===== config.mk =====
export PLATFORM = sky130hd
export DESIGN_NAME = icmp_probe_reply_classifier
export DESIGN_NICKNAME = d
export VERILOG_FILES = /design/src/hw/rtl/icrc_pkg.sv /design/src/hw/rtl/icrc_parse.sv /design/src/hw/rtl/icmp_probe_reply_classifier.sv
export SDC_FILE = /design/constraint.sdc
export NUM_CORES = 1
export LEC_CHECK = 0
export BUFFER_PORTS_ARGS = -buffer_cell sky130_fd_sc_hd__clkbuf_2
export CORE_MARGIN = 2
export CORE_UTILIZATION = 30
export CTS_CLUSTER_DIAMETER = 120
export DETAILED_ROUTE_END_ITERATION = 12
export GPL_TIMING_DRIVEN = 1
export SYNTH_ARGS = -nofsm -noshare
export SYNTH_HDL_FRONTEND = slang
export SYNTH_HIERARCHICAL = 1
export SYNTH_SLANG_ARGS = --single-unit
export TNS_END_PERCENT = 100

===== constraint.sdc =====
create_clock -name clk_i -period 9.4 [get_ports clk_i]
set_input_delay 1.88 -clock clk_i [delete_from_list [all_inputs] [get_ports clk_i]]
set_output_delay 1.88 -clock clk_i [all_outputs]
set_load 0.03 [all_outputs]

===== src/hw/rtl/icrc_pkg.sv =====
// ----------------------------------------------------------------------------
// icrc_pkg
// shared types, codes and helpers of the icmp probe reply classifier
// ----------------------------------------------------------------------------
package icrc_pkg;

  localparam int unsigned CfgIdxW = 3;
  localparam int unsigned CfgDataW = 32;

  localparam logic [CfgIdxW-1:0] CFG_EXPECTED_ID = 3'd0;
  localparam logic [CfgIdxW-1:0] CFG_EXPECTED_SEQ = 3'd1;
  localparam logic [CfgIdxW-1:0] CFG_ECHO_REPLY_TYPE = 3'd2;
  localparam logic [CfgIdxW-1:0] CFG_TIME_EXCEEDED_TYPE = 3'd3;
  localparam logic [CfgIdxW-1:0] CFG_SEND_TIME = 3'd4;

  localparam logic [7:0] ECHO_REPLY_TYPE_RST = 8'd0;
  localparam logic [7:0] TIME_EXCEEDED_TYPE_RST = 8'd11;

  localparam logic [1:0] ST_ACCEPTED = 2'd0;
  localparam logic [1:0] ST_TOO_SHORT = 2'd1;
  localparam logic [1:0] ST_OTHER_TYPE = 2'd2;
  localparam logic [1:0] ST_MISMATCH = 2'd3;

  localparam logic [2:0] FIELD_BYTES = 3'd4;

  typedef enum logic [1:0] {
    CLS_OTHER = 2'd0,
    CLS_ECHO  = 2'd1,
    CLS_TE    = 2'd2
  } cls_e;

  typedef struct packed {
    logic [15:0] expected_id;
    logic [15:0] expected_seq;
    logic [7:0]  echo_reply_type;
    logic [7:0]  time_exceeded_type;
    logic [31:0] send_time;
  } cfg_t;

  typedef struct packed {
    logic [1:0]  status;
    logic        reply_kind;
    logic [31:0] source_ip;
    logic [31:0] round_trip;
  } result_t;

  function automatic cls_e classify(input logic [7:0] kind, input cfg_t cfg);
    cls_e c;
    if (kind == cfg.echo_reply_type) begin
      c = CLS_ECHO;
    end else if (kind == cfg.time_exceeded_type) begin
      c = CLS_TE;
    end else begin
      c = CLS_OTHER;
    end
    return c;
  endfunction

endpackage


===== src/hw/rtl/icrc_parse.sv =====
// ----------------------------------------------------------------------------
// icrc_parse
// per-packet parse state: header walk, field capture and end-of-packet verdict
// ----------------------------------------------------------------------------
module icrc_parse import icrc_pkg::*; #(
  parameter int unsigned MAX_PACKET_BYTES = 1024
) (
  input  logic        clk_i,
  input  logic        rst_ni,
  input  logic        step_i,
  input  logic [7:0]  data_byte_i,
  input  logic        last_i,
  input  logic [31:0] now_time_i,
  input  cfg_t        cfg_i,
  output result_t     result_o
);

  localparam int unsigned OfsW = $clog2(MAX_PACKET_BYTES + 1);
  localparam int unsigned CmpW = OfsW + 2;
  localparam logic [OfsW-1:0] OfsMax = OfsW'(MAX_PACKET_BYTES);

  logic [OfsW-1:0] ofs_q, ofs_d;
  logic [5:0]      hdr_q, hdr_d;
  logic [7:0]      kind_q, kind_d;
  logic [7:0]      ino_q, ino_d;
  logic [31:0]     src_q, src_d;
  logic [15:0]     id_q, id_d;
  logic [15:0]     seq_q, seq_d;
  logic [2:0]      seen_q, seen_d;

  logic [CmpW-1:0] p_w, ino_w, len_w, hf_w;
  logic            cap_en;
  logic [1:0]      cap_k;
  cls_e            cls_cur, cls_fin;
  logic [1:0]      status;

  always_comb begin
    ofs_d   = ofs_q;
    hdr_d   = hdr_q;
    kind_d  = kind_q;
    ino_d   = ino_q;
    src_d   = src_q;
    id_d    = id_q;
    seq_d   = seq_q;
    seen_d  = seen_q;
    cap_en  = 1'b0;
    cap_k   = 2'd0;
    p_w     = CmpW'(ofs_q);
    ino_w   = CmpW'(ino_q);
    cls_cur = classify(kind_q, cfg_i);

    if (ofs_q < OfsMax) begin
      if (ofs_q == '0) begin
        hdr_d = {data_byte_i[3:0], 2'b00};
      end
      if (p_w >= CmpW'(12) && p_w <= CmpW'(15)) begin
        src_d = {src_q[23:0], data_byte_i};
      end
      if (p_w == CmpW'(hdr_d)) begin
        kind_d = data_byte_i;
      end
      if (p_w > CmpW'(hdr_d)) begin
        if (cls_cur == CLS_ECHO && p_w >= CmpW'(hdr_d) + CmpW'(4)
            && p_w <= CmpW'(hdr_d) + CmpW'(7)) begin
          cap_en = 1'b1;
          cap_k  = 2'(p_w - CmpW'(hdr_d) - CmpW'(4));
        end
        if (cls_cur == CLS_TE) begin
          if (p_w == CmpW'(hdr_d) + CmpW'(8)) begin
            ino_d = 8'(CmpW'(hdr_d) + CmpW'(8) + CmpW'({data_byte_i[3:0], 2'b00}));
          end
          if (p_w > CmpW'(hdr_d) + CmpW'(8) && p_w >= ino_w + CmpW'(4)
              && p_w <= ino_w + CmpW'(7)) begin
            cap_en = 1'b1;
            cap_k  = 2'(p_w - ino_w - CmpW'(4));
          end
        end
      end
      ofs_d = ofs_q + OfsW'(1);
    end

    if (cap_en) begin
      case (cap_k)
        2'd0:    id_d  = {data_byte_i, id_q[7:0]};
        2'd1:    id_d  = {id_q[15:8], data_byte_i};
        2'd2:    seq_d = {data_byte_i, seq_q[7:0]};
        default: seq_d = {seq_q[15:8], data_byte_i};
      endcase
      if (seen_q < FIELD_BYTES) begin
        seen_d = seen_q + 3'd1;
      end
    end
  end

  // end-of-packet verdict on the updated state
  always_comb begin
    len_w   = CmpW'(ofs_d);
    hf_w    = CmpW'(hdr_d);
    cls_fin = (len_w > hf_w) ? classify(kind_d, cfg_i) : CLS_OTHER;
    if (len_w < hf_w + CmpW'(8)) begin
      status = ST_TOO_SHORT;
    end else if (cls_fin == CLS_OTHER) begin
      status = ST_OTHER_TYPE;
    end else if (seen_d < FIELD_BYTES) begin
      status = ST_TOO_SHORT;
    end else if (id_d != cfg_i.expected_id || seq_d != cfg_i.expected_seq) begin
      status = ST_MISMATCH;
    end else begin
      status = ST_ACCEPTED;
    end
    result_o.status     = status;
    result_o.reply_kind = (cls_fin == CLS_TE);
    result_o.source_ip  = src_d;
    result_o.round_trip = (status == ST_ACCEPTED) ? (now_time_i - cfg_i.send_time) : 32'd0;
  end

  always_ff @(posedge clk_i or negedge rst_ni) begin
    if (!rst_ni) begin
      ofs_q  <= '0;
      hdr_q  <= '0;
      kind_q <= '0;
      ino_q  <= '0;
      src_q  <= '0;
      id_q   <= '0;
      seq_q  <= '0;
      seen_q <= '0;
    end else if (step_i) begin
      if (last_i) begin
        ofs_q  <= '0;
        hdr_q  <= '0;
        kind_q <= '0;
        ino_q  <= '0;
        src_q  <= '0;
        id_q   <= '0;
        seq_q  <= '0;
        seen_q <= '0;
      end else begin
        ofs_q  <= ofs_d;
        hdr_q  <= hdr_d;
        kind_q <= kind_d;
        ino_q  <= ino_d;
        src_q  <= src_d;
        id_q   <= id_d;
        seq_q  <= seq_d;
        seen_q <= seen_d;
      end
    end
  end

endmodule


===== src/hw/rtl/icmp_probe_reply_classifier.sv =====
// ----------------------------------------------------------------------------
// icmp_probe_reply_classifier
// Matches received IPv4 packets against an outstanding traceroute probe.
//
// The slave stream carries one packet byte per request, tlast on the final
// byte, and the current tick count beside each byte. The packet header length
// locates the ICMP header; echo replies and time-exceeded messages (through
// the embedded header) yield an id and sequence that are compared with the
// configured probe. One result request leaves on the master stream for each
// packet: status and reply kind in tuser, source address and round trip in
// tdata.
// Throughput is one byte per cycle while the master side does not stall. A
// byte passes an input register, then the parse logic, then the result
// register, which takes the result when the packet's last byte is consumed.
// When the master side stalls, the held result blocks the parse step, the
// input register stays full and tready drops in the same cycle, without
// losing a byte. Reset empties both registers, clears the parse state and
// loads the configuration defaults. Configuration is to be written only
// between packets; the block itself does not enforce this.
// ----------------------------------------------------------------------------
module icmp_probe_reply_classifier import icrc_pkg::*; #(
  parameter int unsigned MAX_PACKET_BYTES = 1024
) (
  input  logic                clk_i,
  input  logic                rst_ni,
  input  logic                cfg_we_i,
  input  logic [CfgIdxW-1:0]  cfg_idx_i,
  input  logic [CfgDataW-1:0] cfg_data_i,
  input  logic                s_axis_tvalid,
  output logic                s_axis_tready,
  input  logic [39:0]         s_axis_tdata,   // data_byte, now_time
  input  logic                s_axis_tlast,
  output logic                m_axis_tvalid,
  input  logic                m_axis_tready,
  output logic [63:0]         m_axis_tdata,   // source_ip, round_trip
  output logic [2:0]          m_axis_tuser    // status, reply_kind
);

  cfg_t        cfg_q;
  logic        in_vld_q;
  logic [7:0]  in_byte_q;
  logic        in_last_q;
  logic [31:0] in_now_q;
  logic        out_vld_q;
  result_t     out_res_q;
  result_t     res;
  logic        consume;

  assign consume       = in_vld_q && (!out_vld_q || m_axis_tready);
  assign s_axis_tready = !in_vld_q || consume;

  always_ff @(posedge clk_i or negedge rst_ni) begin
    if (!rst_ni) begin
      cfg_q.expected_id        <= '0;
      cfg_q.expected_seq       <= '0;
      cfg_q.echo_reply_type    <= ECHO_REPLY_TYPE_RST;
      cfg_q.time_exceeded_type <= TIME_EXCEEDED_TYPE_RST;
      cfg_q.send_time          <= '0;
    end else if (cfg_we_i) begin
      case (cfg_idx_i)
        CFG_EXPECTED_ID:        cfg_q.expected_id        <= cfg_data_i[15:0];
        CFG_EXPECTED_SEQ:       cfg_q.expected_seq       <= cfg_data_i[15:0];
        CFG_ECHO_REPLY_TYPE:    cfg_q.echo_reply_type    <= cfg_data_i[7:0];
        CFG_TIME_EXCEEDED_TYPE: cfg_q.time_exceeded_type <= cfg_data_i[7:0];
        CFG_SEND_TIME:          cfg_q.send_time          <= cfg_data_i;
        default: ;
      endcase
    end
  end

  always_ff @(posedge clk_i or negedge rst_ni) begin
    if (!rst_ni) begin
      in_vld_q <= 1'b0;
    end else if (s_axis_tready) begin
      in_vld_q <= s_axis_tvalid;
    end
  end

  always_ff @(posedge clk_i) begin
    if (s_axis_tvalid && s_axis_tready) begin
      in_byte_q <= s_axis_tdata[7:0];
      in_now_q  <= s_axis_tdata[39:8];
      in_last_q <= s_axis_tlast;
    end
  end

  icrc_parse #(
    .MAX_PACKET_BYTES(MAX_PACKET_BYTES)
  ) u_parse (
    .clk_i      (clk_i),
    .rst_ni     (rst_ni),
    .step_i     (consume),
    .data_byte_i(in_byte_q),
    .last_i     (in_last_q),
    .now_time_i (in_now_q),
    .cfg_i      (cfg_q),
    .result_o   (res)
  );

  always_ff @(posedge clk_i or negedge rst_ni) begin
    if (!rst_ni) begin
      out_vld_q <= 1'b0;
    end else if (consume && in_last_q) begin
      out_vld_q <= 1'b1;
    end else if (m_axis_tready) begin
      out_vld_q <= 1'b0;
    end
  end

  always_ff @(posedge clk_i) begin
    if (consume && in_last_q) begin
      out_res_q <= res;
    end
  end

  assign m_axis_tvalid = out_vld_q;
  assign m_axis_tdata  = {out_res_q.round_trip, out_res_q.source_ip};
  assign m_axis_tuser  = {out_res_q.reply_kind, out_res_q.status};

endmodule


# After elaboration in Yosys (flattened, before gate mapping)
# Cells that the tools add are included.
# op_classes
addsub	14
n_lt_le_gt_ge	13
n_eq_ne	17
n_mux	47
reduce_logical	30
# op_table
cell	count
2-to-1 mux 32 bit	3
2-to-1 mux 16 bit	4
2-to-1 mux 8 bit	8
case mux 16 bit (2 select lines)	2
== test 8 bit	4
!= test 16 bit	2
subtractor 32 bit	1
2-to-1 mux 2 bit	14
2-to-1 mux 6 bit	4
greater-than comparator 11 x 6 -> 1 bit	2
2-to-1 mux 11 bit	2
adder 8 x 3 -> 9 bit (second input constant)	2
adder 6 x 3 -> 7 bit (second input constant)	2
adder 6 x 4 -> 7 bit (second input constant)	2
less-than comparator 11 x 13 -> 1 bit	1
adder 11 x 1 -> 11 bit (second input constant)	1
== test 11 x 6 -> 1 bit	1
== test 11 x 7 -> 1 bit	1
>= comparator 11 x 4 -> 1 bit (second input constant)	1
>= comparator 11 x 7 -> 1 bit	1
>= comparator 11 x 9 -> 1 bit	1
greater-than comparator 11 x 7 -> 1 bit	1
less-or-equal comparator 11 x 4 -> 1 bit (second input constant)	1
less-or-equal comparator 11 x 7 -> 1 bit	1
24 further kinds	59
# word_totals
regBits	290
in_bits	81
output_inout_bits	69

# Logic depth before layout (Yosys ltp)
# Gate-level depths: netlist of run 1.
# logic_depth
depth_word	23
ltp_mapped	28

# Modules after synthesis
# Netlist of run 1, hierarchy kept.
# by_module_without_submodules
mod	n_inst	cells_each	area_each_um2	seq_area_each_um2
icrc_parse	1	1290	10124.7	2502.4
icmp_probe_reply_classifier	1	291	6398.6	5298.8

# Least setup slack after synthesis of run 1
# No wires, ideal clock.
# synth_timing
path_kind	register to register
from	register u_parse.ofs_q[10]
to	register out_res_q, in the netlist m_axis_tdata[53] (data pin)
setup_time_ps	153
arrival_time_ps	6630
slack_ps	2617
stages_incl_launch_ff	26
path_buffers	6
period_less_slack_ps	6783
cell_sequence	dfrtp_1 buf_6 or4_4 buf_6 nor4_1 nand3_1 clkbuf_1 a21oi_1 inv_1 ha_1 inv_1 xnor2_1 ha_1 and4_1 a211oi_1 or4_1 buf_2 nand2_4 or4_1 o31a_1 or4_1 or4_1 or2_1 buf_6 buf_6 nor3_2
# synth_between
elab_chain_cells	23
elab_cells_between_ends	62
classes_between	add/sub: 7; order compare: 10; eq/ne: 7; mux: 28; reduce/logical: 10
# synth_lines
item	line	text
start: declaration	icrc_parse.sv:22	logic [OfsW-1:0] ofs_q, ofs_d;
start signal: assignment	icrc_parse.sv:138	ofs_q <= ofs_d;
logical NOT 11 bit	icrc_parse.sv:53	if (ofs_q == '0) begin
2-to-1 mux 6 bit	icrc_parse.sv:53	
2-to-1 mux 6 bit	icrc_parse.sv:52	if (ofs_q < OfsMax) begin
adder 6 x 3 -> 7 bit	icrc_parse.sv:63	if (cls_cur == CLS_ECHO && p_w >= CmpW'(hdr_d) + CmpW'(4)
>= comparator 11 x 7 -> 1 bit	icrc_parse.sv:63	
logical AND 1 bit	icrc_parse.sv:63	
logical AND 1 bit	icrc_parse.sv:64	&& p_w <= CmpW'(hdr_d) + CmpW'(7)) begin
2-to-1 mux 2 bit	icrc_parse.sv:63	
[7 not listed]	--	
2-to-1 mux 16 bit	icrc_parse.sv:82	if (cap_en) begin
!= test 16 bit	icrc_parse.sv:106	end else if (id_d != cfg_i.expected_id || seq_d != cfg_i.expected_seq) begin
logical OR 1 bit	icrc_parse.sv:106	
2-to-1 mux 2 bit	icrc_parse.sv:106	
2-to-1 mux 2 bit	icrc_parse.sv:104	end else if (seen_d < FIELD_BYTES) begin
2-to-1 mux 2 bit	icrc_parse.sv:102	end else if (cls_fin == CLS_OTHER) begin
2-to-1 mux 2 bit (*)	icrc_parse.sv:100	if (len_w < hf_w + CmpW'(8)) begin
logical NOT 2 bit (*)	icrc_parse.sv:114	result_o.round_trip = (status == ST_ACCEPTED) ? (now_time_i - cfg_i.send_time) : 32'd0;
end signal: assignment	icmp_probe_reply_classifier.sv:112	out_res_q <= res;
end: declaration	icmp_probe_reply_classifier.sv:45	result_t out_res_q;
# Mark *: on every way between the ends. The rest lies on a longest branch, timed or not. The select of a mux whose other input is x is not followed.
# A chain may end at the register's enable or synchronous reset.

# Worst setup path in the final report of run 1
# layout_timing
from	register u_parse.ofs_q[10]
to	register out_res_q, in the netlist m_axis_tdata[36] (data pin)
# Same word-level chain as after synthesis.

==> flow_summary.json, run 1 <==
{
  "path_buf_inv": 1,
  "peakVddDrop_mv": 0.154,
  "antenna_found_initial": 0,
  "clockBufferDepth": 3,
  "worst_setup_path_start_kind": "register",
  "syn_nets": 1757,
  "max_slew_margin": 0.216,
  "async_flop_share": 0.628,
  "synth_enable_flop_cells": 108,
  "cts_tree": "yes",
  "grt_pass1_wl_um": 72200,
  "ys_seq_area_frac": 0.472,
  "synth_top_cell_by_area": "dfrtp_1",
  "crit_fanout": 13,
  "drc": 0,
  "syn_to_final_growth_pct": 15.6,
  "layout.nets": 1897,
  "first_global_vias": 12400,
  "die_area_um2": 57000,
  "gr-total-overflow": 0,
  "clk_pin_slew_worst_paths_ns": 0.07,
  "hold_viol_final": 0,
  "yosys_register_bits": 290,
  "synth.distinct_cells": 91,
  "netlist_area_um2": 16500,
  "tightest_slew_ns": 1.17,
  "worstSetupPathType": "register to register",
  "holdWs_ns": 0.483,
  "antennaDiodeCount": 0,
  "cts_root_buffer": "clkbuf_16",
  "grt_util_all_layers": 0.162,
  "start_util": 0.302,
  "power_density_nw_per_um2": 214,
  "cp_cell_sequence": "or4_4, nor4_1, nand3_1, mux2i_1, inv_1, o31ai_1, nand2_1, ha_1, a211oi_1, o21ai_0, o221a_2, nor4b_2, o22ai_1, a21oi_1, a2bb2oi_1, or4b_1, or4_1, nor3_1, and3b_1",
  "layout-drive-gt1-share": 0.194,
  "seq_area_um2": 7800,
  "worstPathArrival_ns": 8.91,
  "synth_top_area_share": 0.271,
  "cpLargestDelayFamily": "simple AND/OR/NAND/NOR gates",
  "num_rows": 86,
  "yosysWarnings": 6,
  "cts_made_buffers": 34,
  "route.vias.total": 12500,
  "hp-class": "register to register",
  "setup_viol": 0,
  "clock_latency_ns": 0.53,
  "fin_tns_setup_ns": 0,
  "rsz0062_at_grt": "no",
  "final_util": 0.349,
  "max_stage_delay_ns": 0.95,
  "final_antenna_net_count": 0,
  "fmax_mhz": 117,
  "cts.htree.levels": 2,
  "cts_resized": 0,
  "cp-end-kind": "register",
  "leakage_uw": 0.00791,
  "place_hpwl_um": 33700,
  "grt_max_degree": 75,
  "place_congestion": 0.894,
  "drv_slew": 0,
  "multi_input_area_um2": 7960,
  "cts.sinks": 290,
  "drtPass1Iterations": 5,
  "cap_violations": 0,
  "required_ns": 9.79,
  "syn_inst": 1581,
  "drt-total-wl_um": 46600,
  "fill_cells": 5484,
  "vias_per_cell": 5.09,
  "wl_per_cell_um": 19.0,
  "synthTopCellsByArea": "dfrtp_1 (27%), edfxtp_1 (20%), ha_1 (7.1%)",
  "syn_area_per_cell_um2": 10.5,
  "post-route-period-util": 0.906,
  "cpMaxStageDelayCell": "nor3_1",
  "status": "completed",
  "fin_skew_ns": 0.0183,
  "postCtsHoldBufs": 0,
  "fp.dieW_um": 239,
  "postCtsSetupRepairBufs": 0,
  "total_power_uw": 4080,
  "ios": 150,
  "drt_iter0_drc": 1060,
  "io_buffer_count": 149,
  "ys.flop_type": "dfrtp_1",
  "dieHeight_um": 239,
  "core_area_um2": 54800,
  "period_minus_slack_ns": 8.52
}
## cell type report
type / count / area share
inverter: 133 / 0.0261
multi-input combinational: 1099 / 0.417
sequential: 290 / 0.408
tap: 704 / 0.0461
clock inverter: 12 / 0.00655
clock buffer: 49 / 0.0513
timing repair buffer: 163 / 0.0450
## power by group
group          switching, uW  internal, uW  leakage, uW
clock                    528           783     0.000524
combinational            675           495      0.00398
sequential               149          1450      0.00341
total                   1350          2730      0.00791
## path summary, 6_finish.rpt
path                                         from                end  slack (ns)  cells past startpoint
worst min-delay path              u_parse/id_q[2]    u_parse/id_q[2]        0.48                      2
max in group asynchronous                  rst_ni  u_parse/src_q[31]        6.79                      2
worst min register to register    u_parse/id_q[2]    u_parse/id_q[2]        0.48                      2
min in group asynchronous                  rst_ni          cfg_q[26]        1.27                      1
worst max-delay path            u_parse/ofs_q[10]   m_axis_tdata[36]        0.88                     19
worst max register to register  u_parse/ofs_q[10]   m_axis_tdata[36]        0.88                     19
## placed cells by master (no fill, tap or decap), types with 6 or more instances in the layout
cell / synthesis / layout
a21o_1: 13 / 13
nand4_1: 15 / 15
o21ai_0: 150 / 150
dfrtp_1: 179 / 179
nand2b_1: 60 / 60
clkbuf_2: 0 / 148
nor2b_1: 15 / 14
nor3_1: 33 / 33
xnor2_1: 68 / 68
mux2i_1: 19 / 19
xor2_1: 49 / 49
mux2_2: 75 / 75
a21oi_1: 47 / 47
inv_1: 133 / 133
a31oi_1: 6 / 6
a21boi_0: 6 / 6
clkbuf_16: 0 / 36
a211oi_1: 12 / 12
o31ai_1: 6 / 6
o21a_1: 11 / 11
buf_4: 2 / 14
and2_1: 10 / 8
and3_1: 12 / 12
o21ai_1: 7 / 7
edfxtp_1: 108 / 108
clkbuf_1: 42 / 10
o22ai_1: 20 / 20
or3_1: 6 / 6
nor4_1: 14 / 13
ha_1: 94 / 94
o211ai_1: 7 / 7
a22o_1: 6 / 6
nand3_1: 23 / 23
nor3_2: 11 / 11
nand2_1: 135 / 135
nor2_1: 58 / 58
## synth_stat cells, types with 5 or more instances
cell type / n
a211oi_1: 12
a21boi_0: 6
a21o_1: 13
a21oi_1: 47
a22o_1: 6
a31oi_1: 6
and2_1: 10
and3_1: 12
buf_6: 11
clkbuf_1: 42
dfrtp_1: 179
edfxtp_1: 108
ha_1: 94
inv_1: 133
mux2_1: 5
mux2_2: 75
mux2i_1: 19
nand2_1: 135
nand2b_1: 60
nand3_1: 23
nand3b_1: 5
nand4_1: 15
nor2_1: 58
nor2b_1: 15
nor3_1: 33
nor3_2: 11
nor4_1: 14
o211ai_1: 7
o21a_1: 11
o21ai_0: 150
o21ai_1: 7
o22ai_1: 20
o31ai_1: 6
or3_1: 6
or4_1: 5
xnor2_1: 68
xor2_1: 49
## per-layer routing
metal | share of wire | routed length (um) | vias up | GRT usage
li1 | - | - | 5916 | -
met1 | 0.48 | 22200 | 6143 | 0.232
met2 | 0.45 | 21000 | 354 | 0.253
met3 | 0.051 | 2360 | 66 | 0.0269
met4 | 0.024 | 1130 | 0 | 0.0470
met5 | 0 | 0 | - | 0
## cells by family after synthesis
kind of cell | Yosys count | share of synthesized area
AND/OR/NAND/NOR | 439 | 0.145
multiplexers | 101 | 0.0678
XOR/XNOR | 117 | 0.0620
adder cells (fa/ha/maj) | 95 | 0.0724
flip-flops | 290 | 0.472
AO/OA/AOI/OAI | 347 | 0.131
buffers and inverters | 192 | 0.0494
## registers in the layout (all words and copies together) (netlist names)
name and flops:
cfg_q 80, u_parse/ino_q 8, u_parse/seen_q 3, m_axis_tdata 64
in_now_q 32, u_parse/ofs_q 11, u_parse/seq_q 16, m_axis_tuser 3
u_parse/id_q 16, u_parse/src_q 32, in_vld_q 1, in_byte_q 8
in_last_q 1, m_axis_tvalid 1, u_parse/kind_q 8, u_parse/hdr_q 6
## worst register-to-register path, cell delays in order (launching register included)
cell and delay, ns:
dfrtp_1 0.49, or4_4 0.67, nor4_1 0.31, nand3_1 0.55
mux2i_1 0.64, inv_1 0.24, o31ai_1 0.42, nand2_1 0.10
ha_1 0.31, a211oi_1 0.22, o21ai_0 0.13, o221a_2 0.32
nor4b_2 0.48, o22ai_1 0.16, a21oi_1 0.83, a2bb2oi_1 0.19
or4b_1 0.54, or4_1 0.57, nor3_1 0.95, and3b_1 0.28
## through the flow
step / setup slack [ns] / instances / instance area [um^2]
after detailed placement: 1.08 / 2389 / 18000
after global placement: 1.32 / 2389 / 18000
after floorplan: 2.62 / 1581 / 16500
after CTS: 1.06 / 2450 / 19100
after global routing: 0.289 / 2450 / 19100
final: 0.881 / 2450 / 19100
Note: power is estimated with default switching activity, not from simulation.
==> inputs of run 2 (changes only) <==
--- a/config.mk
+++ b/config.mk
@@ -11,8 +11,8 @@
 export CTS_CLUSTER_DIAMETER = 120
 export DETAILED_ROUTE_END_ITERATION = 12
 export GPL_TIMING_DRIVEN = 1
+export HOLD_SLACK_MARGIN = 0.06
 export SYNTH_ARGS = -nofsm -noshare
 export SYNTH_HDL_FRONTEND = slang
-export SYNTH_HIERARCHICAL = 1
 export SYNTH_SLANG_ARGS = --single-unit
 export TNS_END_PERCENT = 100
==> flow_summary.json, run 2 <==
{
  "syn_to_final_growth_pct": 17.0,
  "syn_inst": 1541,
  "hold_viol_final": 0,
  "synthTopCellsByCount": "dfrtp_1 (179), nand2_1 (173), o21ai_0 (157)",
  "regToRegSetupSlack_ns": 0.66,
  "place_congestion": 0.914,
  "grt_pass1_wl_um": 71300,
  "hp-class": "register to register",
  "largest_reg_flops": 80,
  "leakage_uw": 0.00811,
  "place_hpwl_um": 32700,
  "ys.flop_type": "dfrtp_1",
  "synthTopCellsByArea": "dfrtp_1 (28%), edfxtp_1 (20%), ha_1 (7.2%)",
  "drv_slew": 0,
  "post-route-period-util": 0.930,
  "ys_seq_area_frac": 0.480,
  "power_density_nw_per_um2": 213,
  "cts_resized": 0,
  "setup_viol": 0,
  "dieHeight_um": 237,
  "min_to": "u_parse.id_q[11]",
  "layout-drive-gt1-share": 0.201,
  "final_util": 0.354,
  "yosysWarnings": 0,
  "drc": 0,
  "wl_per_cell_um": 18.9,
  "drt_iter0_drc": 866,
  "mostFrequentLayoutCells": "dfrtp_1 (179), nand2_1 (171), o21ai_0 (157)",
  "gr-total-overflow": 0,
  "ios": 150,
  "postCtsHoldBufs": 0,
  "r2r_start": "u_parse.ofs_q[10]",
  "crit_fanout": 34,
  "final_common_cell": "dfrtp_1",
  "cts_root_buffer": "clkbuf_16",
  "yosys_register_bits": 290,
  "grt_max_degree": 67,
  "grt_util_all_layers": 0.162,
  "worst_setup_path_start_kind": "register",
  "vias_per_cell": 5.21,
  "rsz0062_at_grt": "no",
  "syn_area_per_cell_um2": 10.5,
  "synth.distinct_cells": 81,
  "antenna_found_initial": 2,
  "route.vias.total": 12600,
  "worstReg2RegEnd": "m_axis_tdata[34]",
  "num_rows": 85,
  "worstPathArrival_ns": 9.06,
  "synth_enable_flop_cells": 108,
  "worstSetupPathType": "register to register",
  "fill_cells": 5284,
  "first_global_vias": 12300,
  "antennaDiodeCount": 0,
  "clock_latency_ns": 0.54,
  "period_minus_slack_ns": 8.74,
  "async_flop_share": 0.628,
  "start_util": 0.302,
  "cts_tree": "yes",
  "cts.htree.levels": 2,
  "required_ns": 9.72,
  "regMostFlops": "cfg_q",
  "syn_nets": 1716,
  "cap_violations": 0,
  "clockBufferDepth": 3,
  "core_area_um2": 53700,
  "io_buffer_count": 149,
  "peakVddDrop_mv": 0.130,
  "layout.nets": 1864,
  "die_area_um2": 56000,
  "drtPass1Iterations": 5,
  "synth_most_common_cell": "dfrtp_1",
  "clk_pin_slew_worst_paths_ns": 0.07,
  "status": "completed",
  "fmax_mhz": 114,
  "synth_top_area_share": 0.276,
  "holdCritStartpoint": "u_parse.id_q[11]",
  "final_antenna_net_count": 0,
  "max_slew_margin": 0.297,
  "drt-total-wl_um": 45600,
  "total_power_uw": 4050,
  "fin_tns_setup_ns": 0,
  "netlist_area_um2": 16200,
  "fp.dieW_um": 237,
  "fin_skew_ns": 0.0274,
  "cp-end-kind": "register",
  "synth_top_cell_by_area": "dfrtp_1",
  "hold_depth": 2,
  "cts_made_buffers": 34,
  "cts.sinks": 290,
  "r2r_cells": 22,
  "postCtsSetupRepairBufs": 0,
  "tightest_slew_ns": 1.05
}
-- run 2: changes by cell type after synthesis, moves of 9 or more --
cell	before	now
nor3_2	11	0
nand2_1	135	173
a22o_1	6	38
o22ai_1	20	9
nand2b_1	60	13
nor3_1	33	19
nor4_2	2	29
clkbuf_1	42	51
mux2_2	75	63
xnor2_1	68	53
inv_1	133	96
-- run 2: cell families (layout without fill, tap and decap cells) --
kind of cell	count (synthesis)	count (layout)	synth area share
AND/OR/NAND/NOR	423	423	0.140
AO/OA/AOI/OAI	390	390	0.155
flip-flops	290	290	0.480
buffers and inverters	154	328	0.0380
XOR/XNOR	106	106	0.0571
adder cells (fa/ha/maj)	94	94	0.0729
multiplexers	84	84	0.0566
-- run 2: how the worst max path moves through the flow --
stage / from / endpoint / cells past startpoint
after floorplan: u_parse.ofs_q[7] / m_axis_tuser[0] / 29
after global placement: u_parse.ofs_q[10] / m_axis_tuser[1] / 22
after detailed placement: u_parse.ofs_q[10] / m_axis_tuser[1] / 22
after CTS: u_parse.ofs_q[10] / m_axis_tdata[34] / 22
after global routing: u_parse.ofs_q[10] / m_axis_tdata[34] / 22
final: u_parse.ofs_q[10] / m_axis_tdata[34] / 22
-- run 2: worst max-delay path: stages (launching register included) --
cell	delay [ns]
dfrtp_1	0.52
or4_4	0.66
nor4_1	0.56
and3_1	0.47
mux2i_1	0.43
inv_1	0.23
ha_1	0.25
inv_1	0.09
o31ai_1	0.10
xnor2_1	0.16
ha_1	0.32
o211a_1	0.12
o31ai_1	0.06
a31oi_1	0.26
nor4b_1	0.70
o2111ai_1	0.23
a21oi_1	0.59
mux2i_1	0.25
o2111ai_1	0.10
or4_1	0.54
or4_1	0.55
or3_2	0.89
nor4_1	0.42
-- run 2: cell type report --
type                       instances  area (um^2)  share of cell area
timing repair buffer             170          912              0.0480
multi-input combinational       1097         7890               0.415
sequential                       290         7800               0.410
tap                              696          871              0.0458
inverter                          96          360              0.0190
clock inverter                    15          203              0.0107
clock buffer                      47          971              0.0511
-- run 2: stage by stage --
step	worst slack (ns)	hold slack (ns)	cell area, um^2	std cells
3_5_place_dp	0.684	0.473	17800	2349
4_1_cts	0.670	0.488	19000	2411
3_3_place_gp	1.03	0.468	17800	2349
5_1_grt	0.00923	0.515	19000	2411
6_report	0.659	0.488	19000	2411
2_1_floorplan	2.33	0.450	16200	1541
-- run 2: power breakdown --
| part | leakage [uW] | switching [uW] | internal, uW |
|---|---|---|---|
| Sequential | 0.00340 | 112 | 1440 |
| Clock | 0.000576 | 552 | 841 |
| Combinational | 0.00413 | 671 | 432 |
| Total | 0.00811 | 1330 | 2710 |
-- run 2: layer usage --
layer  global-route usage  share of wire  vias up
li1                     -              -     5913
met3               0.0288          0.053       78
met5                    0        0.00026        -
met2                0.253           0.46      347
met4               0.0489          0.027        2
met1                0.228           0.46     6211
